--- src/rtl/core/prrs_pkg.sv ---
package prrs_pkg;

    localparam int TABLE_DEPTH_DEF = 16;
    localparam int MAX_CPUS_DEF    = 8;
    localparam int CPU_W           = 4;
    localparam int TIME_W          = 16;

    localparam logic FUNC_ADMIT = 1'b0;
    localparam logic FUNC_TICK  = 1'b1;

    localparam logic KIND_ADMIT = 1'b0;
    localparam logic KIND_TICK  = 1'b1;

    localparam logic [TIME_W-1:0] TIME_MAX = '1;

    typedef enum logic [1:0] {
        MARK_READY   = 2'd0,
        MARK_RUNNING = 2'd1,
        MARK_RAN     = 2'd2
    } mark_t;

    typedef struct packed {
        logic        func;
        logic [7:0]  job_tag;
        logic [7:0]  job_priority;
        logic [15:0] job_duration;
    } cmd_t;

    typedef struct packed {
        logic             result_kind;
        logic             admit_ok;
        logic [CPU_W-1:0] cpu_number;
        logic             cpu_idle;
        logic             idle_start;
        logic [7:0]       run_tag;
        logic             job_done;
        logic [15:0]      finish_time;
        logic [15:0]      time_stamp;
        logic             last;
    } result_t;

endpackage

--- src/rtl/core/priority_round_robin_cpu_scheduler.sv ---
// Priority round-robin scheduler over a table of jobs sorted by priority.
// An item is taken on start while busy is low. func selects admit or tick.
// An admit item produces one result with last set; admit_ok is set unless
// the table is full, in which case no walk happens. Otherwise it walks the table
// from the top, moving one entry per cycle to open a slot.
// A tick item produces one report per served CPU, last set on the final one.
// Each CPU scans the table one entry per cycle with a single compare unit.
// After the last CPU the table is compacted one entry per cycle, removing
// finished jobs. Each result shows on result for one cycle with
// result_valid high; the receiver cannot stall it. busy is high from
// acceptance until the item is fully finished, but a rejected admit leaves
// it low. cfg_we writes cpu_count (4 bits); the user must do so only while
// idle, as the block itself does not enforce it.
// Reset empties the table, clears the time counter and the per-CPU busy
// history, and sets cpu_count to 1.
module priority_round_robin_cpu_scheduler #(
    parameter int TABLE_DEPTH = prrs_pkg::TABLE_DEPTH_DEF,
    parameter int MAX_CPUS    = prrs_pkg::MAX_CPUS_DEF
) (
    input  logic                        clk,
    input  logic                        rst_n,
    input  logic                        start,
    output logic                        busy,
    input  prrs_pkg::cmd_t              cmd,
    input  logic                        cfg_we,
    input  logic [prrs_pkg::CPU_W-1:0]  cfg_data,
    output logic                        result_valid,
    output prrs_pkg::result_t           result
);

    localparam int AW   = (TABLE_DEPTH > 1) ? $clog2(TABLE_DEPTH) : 1;
    localparam int NW   = $clog2(TABLE_DEPTH + 1);
    localparam int CIW  = (MAX_CPUS > 1) ? $clog2(MAX_CPUS) : 1;
    localparam int CPUW = prrs_pkg::CPU_W;
    localparam int TW   = prrs_pkg::TIME_W;

    typedef enum logic [1:0] {
        S_IDLE,
        S_INSERT,
        S_SCAN,
        S_COMPACT
    } state_t;

    state_t                state_reg, state_next;
    logic [NW-1:0]         used_reg, used_next;
    logic [NW-1:0]         j_reg, j_next;
    logic [NW-1:0]         ls_reg, ls_next;
    logic [NW-1:0]         w_reg, w_next;
    logic [AW-1:0]         first_ran_reg, first_ran_next;
    logic                  any_ran_reg, any_ran_next;
    logic [CIW-1:0]        cpu_reg, cpu_next;
    logic [CPUW-1:0]       cpus_reg, cpus_next;
    logic [CPUW-1:0]       cpu_count_reg, cpu_count_next;
    logic [TW-1:0]         time_reg, time_next;
    logic [(1<<CIW)-1:0]   busy_hist_reg, busy_hist_next;
    logic                  valid_reg, valid_next;
    prrs_pkg::result_t     res_reg, res_next;
    prrs_pkg::cmd_t        cmd_reg, cmd_next;

    logic [7:0]            prio_mem [TABLE_DEPTH];
    logic [15:0]           rem_mem  [TABLE_DEPTH];
    logic [7:0]            tag_mem  [TABLE_DEPTH];
    prrs_pkg::mark_t       mark_mem [TABLE_DEPTH];

    // Table write controls produced by the sequencer.
    logic                  wr_new, wr_move, wr_copy, do_pick, do_reset, do_run;
    logic [AW-1:0]         wr_idx, src_idx, pick_idx;
    logic [AW-1:0]         j_idx, ls_idx, k_idx;
    logic [NW-1:0]         k_m1;
    logic                  at_end, lvl_end;
    logic [TW-1:0]         fin;
    logic [CPUW-1:0]       cpus_clamped;
    logic [CPUW-1:0]       cpu_num;
    logic                  last_cpu;

    assign j_idx   = j_reg[AW-1:0];
    assign ls_idx  = ls_reg[AW-1:0];
    assign k_m1    = j_reg - NW'(1);
    assign k_idx   = k_m1[AW-1:0];
    assign fin     = (time_reg == prrs_pkg::TIME_MAX) ? time_reg : time_reg + TW'(1);
    assign at_end  = (j_reg == used_reg);
    assign lvl_end = at_end || ((j_reg != ls_reg) && (prio_mem[j_idx] != prio_mem[ls_idx]));
    assign cpu_num = CPUW'(cpu_reg) + CPUW'(1);
    assign last_cpu = (cpu_num == cpus_reg);

    always_comb
    begin
        if (cpu_count_reg == '0)
            cpus_clamped = CPUW'(1);
        else if (32'(cpu_count_reg) > MAX_CPUS)
            cpus_clamped = CPUW'(MAX_CPUS);
        else
            cpus_clamped = cpu_count_reg;
    end

    assign busy         = (state_reg != S_IDLE);
    assign result_valid = valid_reg;
    assign result       = res_reg;

    always_comb
    begin
        state_next     = state_reg;
        used_next      = used_reg;
        j_next         = j_reg;
        ls_next        = ls_reg;
        w_next         = w_reg;
        first_ran_next = first_ran_reg;
        any_ran_next   = any_ran_reg;
        cpu_next       = cpu_reg;
        cpus_next      = cpus_reg;
        cpu_count_next = cfg_we ? cfg_data : cpu_count_reg;
        time_next      = time_reg;
        busy_hist_next = busy_hist_reg;
        valid_next     = 1'b0;
        res_next       = '0;
        cmd_next       = cmd_reg;
        wr_new         = 1'b0;
        wr_move        = 1'b0;
        wr_copy        = 1'b0;
        do_pick        = 1'b0;
        do_reset       = 1'b0;
        do_run         = 1'b0;
        wr_idx         = j_idx;
        src_idx        = k_idx;
        pick_idx       = j_idx;

        case (state_reg)
            S_IDLE:
            begin
                if (start)
                begin
                    cmd_next = cmd;
                    j_next   = '0;
                    ls_next  = '0;
                    any_ran_next = 1'b0;
                    if (cmd.func == prrs_pkg::FUNC_ADMIT)
                    begin
                        if (32'(used_reg) >= TABLE_DEPTH)
                        begin
                            valid_next           = 1'b1;
                            res_next.result_kind = prrs_pkg::KIND_ADMIT;
                            res_next.last        = 1'b1;
                        end
                        else
                        begin
                            j_next     = used_reg;
                            state_next = S_INSERT;
                        end
                    end
                    else
                    begin
                        cpu_next   = '0;
                        cpus_next  = cpus_clamped;
                        state_next = S_SCAN;
                    end
                end
            end

            S_INSERT:
            begin
                // Walk down from the top; each cycle moves one lower-priority entry up.
                if ((j_reg != '0) && (prio_mem[k_idx] > cmd_reg.job_priority))
                begin
                    wr_move = 1'b1;
                    wr_idx  = j_idx;
                    src_idx = k_idx;
                    j_next  = k_m1;
                end
                else
                begin
                    wr_new               = 1'b1;
                    wr_idx               = j_idx;
                    used_next            = used_reg + NW'(1);
                    valid_next           = 1'b1;
                    res_next.result_kind = prrs_pkg::KIND_ADMIT;
                    res_next.admit_ok    = 1'b1;
                    res_next.last        = 1'b1;
                    state_next           = S_IDLE;
                end
            end

            S_SCAN:
            begin
                res_next.result_kind = prrs_pkg::KIND_TICK;
                res_next.cpu_number  = cpu_num;
                res_next.time_stamp  = time_reg;
                res_next.last        = last_cpu;
                if (lvl_end)
                begin
                    if (any_ran_reg)
                    begin
                        // No ready job is left in the level but some have run: make the ran ones ready, take the first.
                        do_pick  = 1'b1;
                        do_reset = 1'b1;
                        pick_idx = first_ran_reg;
                    end
                    else if (at_end)
                    begin
                        valid_next          = 1'b1;
                        res_next.cpu_idle   = 1'b1;
                        res_next.idle_start = busy_hist_reg[cpu_reg];
                        busy_hist_next[cpu_reg] = 1'b0;
                    end
                    else
                    begin
                        ls_next      = j_reg;
                        any_ran_next = 1'b0;
                    end
                end
                else
                begin
                    j_next = j_reg + NW'(1);
                    if ((mark_mem[j_idx] == prrs_pkg::MARK_READY) && (rem_mem[j_idx] != '0))
                    begin
                        do_pick  = 1'b1;
                        do_run   = 1'b1;
                        pick_idx = j_idx;
                    end
                    else if ((mark_mem[j_idx] == prrs_pkg::MARK_RAN) && (rem_mem[j_idx] != '0))
                    begin
                        if (!any_ran_reg)
                            first_ran_next = j_idx;
                        any_ran_next = 1'b1;
                    end
                end

                if (do_pick)
                begin
                    valid_next       = 1'b1;
                    res_next.run_tag = tag_mem[pick_idx];
                    if (rem_mem[pick_idx] == 16'd1)
                    begin
                        res_next.job_done    = 1'b1;
                        res_next.finish_time = fin;
                    end
                    busy_hist_next[cpu_reg] = 1'b1;
                end

                if (valid_next)
                begin
                    j_next       = '0;
                    ls_next      = '0;
                    any_ran_next = 1'b0;
                    if (last_cpu)
                    begin
                        w_next     = '0;
                        state_next = S_COMPACT;
                    end
                    else
                        cpu_next = cpu_reg + CIW'(1);
                end
            end

            S_COMPACT:
            begin
                if (at_end)
                begin
                    used_next  = w_reg;
                    time_next  = fin;
                    state_next = S_IDLE;
                end
                else
                begin
                    j_next = j_reg + NW'(1);
                    if (rem_mem[j_idx] != '0)
                    begin
                        wr_copy = 1'b1;
                        wr_idx  = w_reg[AW-1:0];
                        src_idx = j_idx;
                        w_next  = w_reg + NW'(1);
                    end
                end
            end

            default:
            begin
                state_next = S_IDLE;
            end
        endcase
    end

    always_ff @(posedge clk or negedge rst_n)
    begin
        if (!rst_n)
        begin
            state_reg     <= S_IDLE;
            used_reg      <= '0;
            j_reg         <= '0;
            ls_reg        <= '0;
            w_reg         <= '0;
            first_ran_reg <= '0;
            any_ran_reg   <= 1'b0;
            cpu_reg       <= '0;
            cpus_reg      <= CPUW'(1);
            cpu_count_reg <= CPUW'(1);
            time_reg      <= '0;
            busy_hist_reg <= '0;
            valid_reg     <= 1'b0;
            res_reg       <= '0;
            cmd_reg       <= '0;
        end
        else
        begin
            state_reg     <= state_next;
            used_reg      <= used_next;
            j_reg         <= j_next;
            ls_reg        <= ls_next;
            w_reg         <= w_next;
            first_ran_reg <= first_ran_next;
            any_ran_reg   <= any_ran_next;
            cpu_reg       <= cpu_next;
            cpus_reg      <= cpus_next;
            cpu_count_reg <= cpu_count_next;
            time_reg      <= time_next;
            busy_hist_reg <= busy_hist_next;
            valid_reg     <= valid_next;
            res_reg       <= res_next;
            cmd_reg       <= cmd_next;
        end
    end

    always_ff @(posedge clk)
    begin
        if (wr_new)
        begin
            prio_mem[wr_idx] <= cmd_reg.job_priority;
            rem_mem[wr_idx]  <= cmd_reg.job_duration;
            tag_mem[wr_idx]  <= cmd_reg.job_tag;
            mark_mem[wr_idx] <= prrs_pkg::MARK_READY;
        end
        else if (wr_move)
        begin
            prio_mem[wr_idx] <= prio_mem[src_idx];
            rem_mem[wr_idx]  <= rem_mem[src_idx];
            tag_mem[wr_idx]  <= tag_mem[src_idx];
            mark_mem[wr_idx] <= mark_mem[src_idx];
        end
        else if (wr_copy)
        begin
            prio_mem[wr_idx] <= prio_mem[src_idx];
            rem_mem[wr_idx]  <= rem_mem[src_idx];
            tag_mem[wr_idx]  <= tag_mem[src_idx];
            mark_mem[wr_idx] <= (mark_mem[src_idx] == prrs_pkg::MARK_RUNNING) ?
                                prrs_pkg::MARK_RAN : mark_mem[src_idx];
        end

        if (do_reset)
        begin
            for (int k = 0; k < TABLE_DEPTH; k++)
            begin
                if ((NW'(k) >= ls_reg) && (NW'(k) < j_reg)
                    && (mark_mem[k] == prrs_pkg::MARK_RAN))
                    mark_mem[k] <= (AW'(k) == pick_idx) ?
                                   prrs_pkg::MARK_RUNNING : prrs_pkg::MARK_READY;
            end
        end
        else if (do_run)
            mark_mem[pick_idx] <= prrs_pkg::MARK_RUNNING;

        if (do_pick)
            rem_mem[pick_idx] <= rem_mem[pick_idx] - 16'd1;
    end

endmodule
--- config.mk ---
export PLATFORM = sky130hd
export DESIGN_NAME = priority_round_robin_cpu_scheduler
export DESIGN_NICKNAME = d
export VERILOG_FILES = /design/src/rtl/core/prrs_pkg.sv /design/src/rtl/core/priority_round_robin_cpu_scheduler.sv
export SDC_FILE = /design/constraint.sdc
export NUM_CORES = 2
export LEC_CHECK = 0
export BUFFER_PORTS_ARGS = -buffer_cell sky130_fd_sc_hd__buf_4
export CORE_ASPECT_RATIO = 0.8
export CORE_MARGIN = 5
export CORE_UTILIZATION = 34
export DETAILED_ROUTE_END_ITERATION = 6
export PLACE_DENSITY = 0.48
export SKIP_CTS_REPAIR_TIMING = 1
export SLEW_MARGIN = 0
export SYNTH_ARGS = -nofsm -noshare
export SYNTH_HDL_FRONTEND = slang
export SYNTH_SLANG_ARGS = --single-unit
--- constraint.sdc ---
create_clock -name clk -period 5.9 [get_ports clk]
set_input_delay 0.59 -clock clk [delete_from_list [all_inputs] [get_ports clk]]
set_output_delay 0.59 -clock clk [all_outputs]
set_load 0.01 [all_outputs]
==> flow_metrics.tcl <==
set metrics [dict create \
    grt_pass1_vias 29354 \
    wirelength_um 158000 \
    drc_errors 0 \
    path_clk_slew_ns 0.06 \
    cts_max_level 3 \
    syn-cell-area_um2 38000 \
    whs_ns 0.00757 \
    dp.cells 4553 \
    static-leakage-power_nw 16.1 \
    largestRegisters "rem_mem: 256 flops, prio_mem: 128 flops, tag_mem: 128 flops" \
    synth_area_leaders "edfxtp_1 42%, mux4_2 19%, dfrtp_1 9.4%, nand2_1 1.9%, mux2_2 1.8%" \
    cts.path.max_buffers 3 \
    place_congestion 0.943 \
    max_slew_margin_pct 28.4 \
    worst_ep_required_time_ns 6.32 \
    regMostFlops "rem_mem" \
    core_region_area_um2 111000 \
    startpoint_type "register" \
    grt-ovfl-total 0 \
    viasPerCell 6.33 \
    rows 109 \
    port_buffers 92 \
    syn_nets 2856 \
    min_period_ns 5.76 \
    fin_crit_sh_pct 97.6 \
    grt_max_degree 80 \
    detail-route-antenna-nets 0 \
    nNetsFinal 3194 \
    critPathCaptureType "register" \
    setup_violations 0 \
    cts_root_buf "clkbuf_16" \
    async_reset_ff_share_pct 21.0 \
    path_class "register to register" \
    synth_edf_count 528 \
    grt_util_all_layers_pct 26.2 \
    path_max_fanout 16 \
    die_w_um 384 \
    detail_route.wl_per_cell_um 33.6 \
    synth_top_area_share_pct 41.7 \
    max_cap_violations 0 \
    reg2reg_depth 20 \
    drt_iter0_drc 3750 \
    crit_arrival_ns 6.18 \
    syn-instance-count 2798 \
    fin_setup_tns_ns 0 \
    grt_pass1_wl_um 224000 \
    layout-drive-gt1-share_pct 32.9 \
    syn_to_final_growth_pct 22.1 \
    vdd_drop_max_mv 0.338 \
    start_util_pct 34.3 \
    rsz0062_at_grt "no" \
    instances_no_fill 4700 \
    avgSynthCellArea_um2 13.6 \
    status "finished clean" \
    synth.distinct_cells 106 \
    dieArea_um2 119000 \
    final-seq-area_um2 19800 \
    ys_ff_latch 689 \
    clock_latency_ns 0.69 \
    clock-sinks 689 \
    dr.pass1.iters 6 \
    diodes 0 \
    antenna_found_initial 3 \
    num_vias 29769 \
    max_freq_ghz 0.174 \
    n_fill_cell 10234 \
    synth_ff_type "edfxtp_1" \
    hold_class "primary input to asynchronous set/reset pin" \
    largest_reg_flops 256 \
    synth.yosys.seq_area_share_pct 52.1 \
    ioPinCount 93 \
    dp_hpwl_um 112000 \
    finalHoldViolCount 0 \
    multi_input_area_um2 17400 \
    die_h_um 309 \
    cts-buffers-inserted 78 \
    p_per_area_nw_per_um2 765 \
    fin_worst_skew_ns 0.0315 \
    cts_tree "yes" \
    tightest_slew_ns 1.07 \
    synth_top_cell_by_area "edfxtp_1" \
    ys_warn_count 0 \
    maxSlewViolCount 0 \
]
## worst paths after layout
kind                                         start  slack, ns                       to
setup reg to reg              j_reg[0]$_DFFE_PN0P_       0.14  rem_mem[1][7]$_DFFE_PP_
max in group asynchronous                    rst_n       4.45      result[2]$_DFF_PN0_
min in group clk                           cmd[18]       0.12  cmd_reg[18]$_DFFE_PN0P_
setup / recovery              j_reg[0]$_DFFE_PN0P_       0.14  rem_mem[1][7]$_DFFE_PP_
hold / removal                               rst_n      0.008  cmd_reg[17]$_DFFE_PN0P_
hold reg to reg            cpus_reg[0]$_DFFE_PN1P_       0.49  cpus_reg[0]$_DFFE_PN1P_
## layout make-up
cell class / count / area share, %
timing repair buffer: 450 / 9.48
clock buffer: 104 / 4.72
clock inverter: 42 / 1.18
multi-input combinational: 1871 / 37.5
sequential: 689 / 42.7
inverter: 46 / 0.372
tap: 1498 / 4.04
## report_power, final
part	internal, mW	total, mW	switching [mW]
Clock	3.07	5.18	2.11
Combinational	9.61	21.8	12.2
Sequential	7.58	8.49	0.912
Total	20.3	35.5	15.3
## synth_stat cells, types with 12 or more instances
cell type,instances
xor2_1,23
dfrtp_1,143
buf_2,51
a211oi_1,20
nand2_1,191
o41ai_1,13
edfxtp_1,528
nand2b_1,24
a22o_1,12
buf_4,14
and2_1,28
o22ai_1,71
nand3_1,83
nand4_1,23
clkbuf_1,107
o21ai_0,132
a221oi_1,14
o31ai_1,24
a21oi_1,92
nor2b_1,24
o32ai_1,17
a22oi_1,45
inv_1,45
a31oi_1,17
nor2_1,175
xnor2_1,33
o21ai_1,12
dfxtp_1,16
buf_1,13
ha_1,17
mux2_2,62
mux2i_1,59
or3_1,12
nor3_1,54
nor4_1,36
o22a_1,16
or4_1,23
o221ai_1,30
mux4_2,315
## placed cells by master, fill, tap and decap left out, types with 23 or more instances in the layout
cell,n
nor2_2,30
xnor2_1,30
clkbuf_16,79
nor2b_1,24
o221ai_1,30
mux4_2,315
edfxtp_1,528
nand4_1,23
mux2_2,62
o31ai_1,24
mux2i_1,57
nor2_1,146
inv_1,45
buf_4,367
a22oi_1,45
nand2_1,190
nand2b_1,24
and2_1,28
or4_1,23
dfrtp_1,138
o22ai_1,71
o21ai_0,120
buf_12,81
nor3_1,51
nor4_1,34
a21oi_1,90
nand3_1,83
## layer usage
metal  track usage (%)  share of wire [%]  vias to the layer above
met5                 0             0.0082                        -
met4              6.31                2.5                        2
met3              8.15                 11                      257
met2              37.2                 42                     1804
met1              39.3                 45                    15582
li1                  -                  -                    12124
## metrics by stage
stage | power, mW | instance area, um^2 | util [%] | setup WS, ns
2_1_floorplan | 20.3 | 38000 | - | 0.0887
3_5_place_dp | 29.9 | 43600 | 39.4 | 0.0633
5_1_grt | 37.0 | 46400 | 41.9 | 0.0223
4_1_cts | 35.2 | 46300 | 41.8 | 0.00233
6_report | 35.5 | 46400 | 41.9 | 0.143
3_3_place_gp | 29.8 | 43600 | 39.4 | 0.0905
## critical path, cell delays in order (launching register included)
cell	delay, ns
dfrtp_4	0.50
buf_12	0.20
mux4_2	0.51
a22oi_1	0.20
nand2_1	0.09
xor2_1	0.48
or4_1	0.20
buf_4	0.17
nor3_1	0.10
buf_12	0.17
nor2_1	0.59
o221ai_1	0.25
o31a_1	0.40
a2111oi_4	0.42
nor3_4	0.10
buf_12	0.15
buf_4	0.17
and4b_1	0.22
xnor2_1	0.26
o21ai_1	0.10
buf_4	0.19
## kinds of logic (layout without fill, tap and decap cells)
group,after synthesis,in the layout,synth area share [%]
AND/OR/NAND/NOR,746,746,9.92
adder cells (fa/ha/maj),17,17,0.560
XOR/XNOR,57,57,1.33
flip-flops,689,689,52.1
AO/OA/AOI/OAI,613,613,11.1
buffers and inverters,238,642,2.80
multiplexers,438,438,22.1
Note: power is estimated with default switching activity, not from simulation.
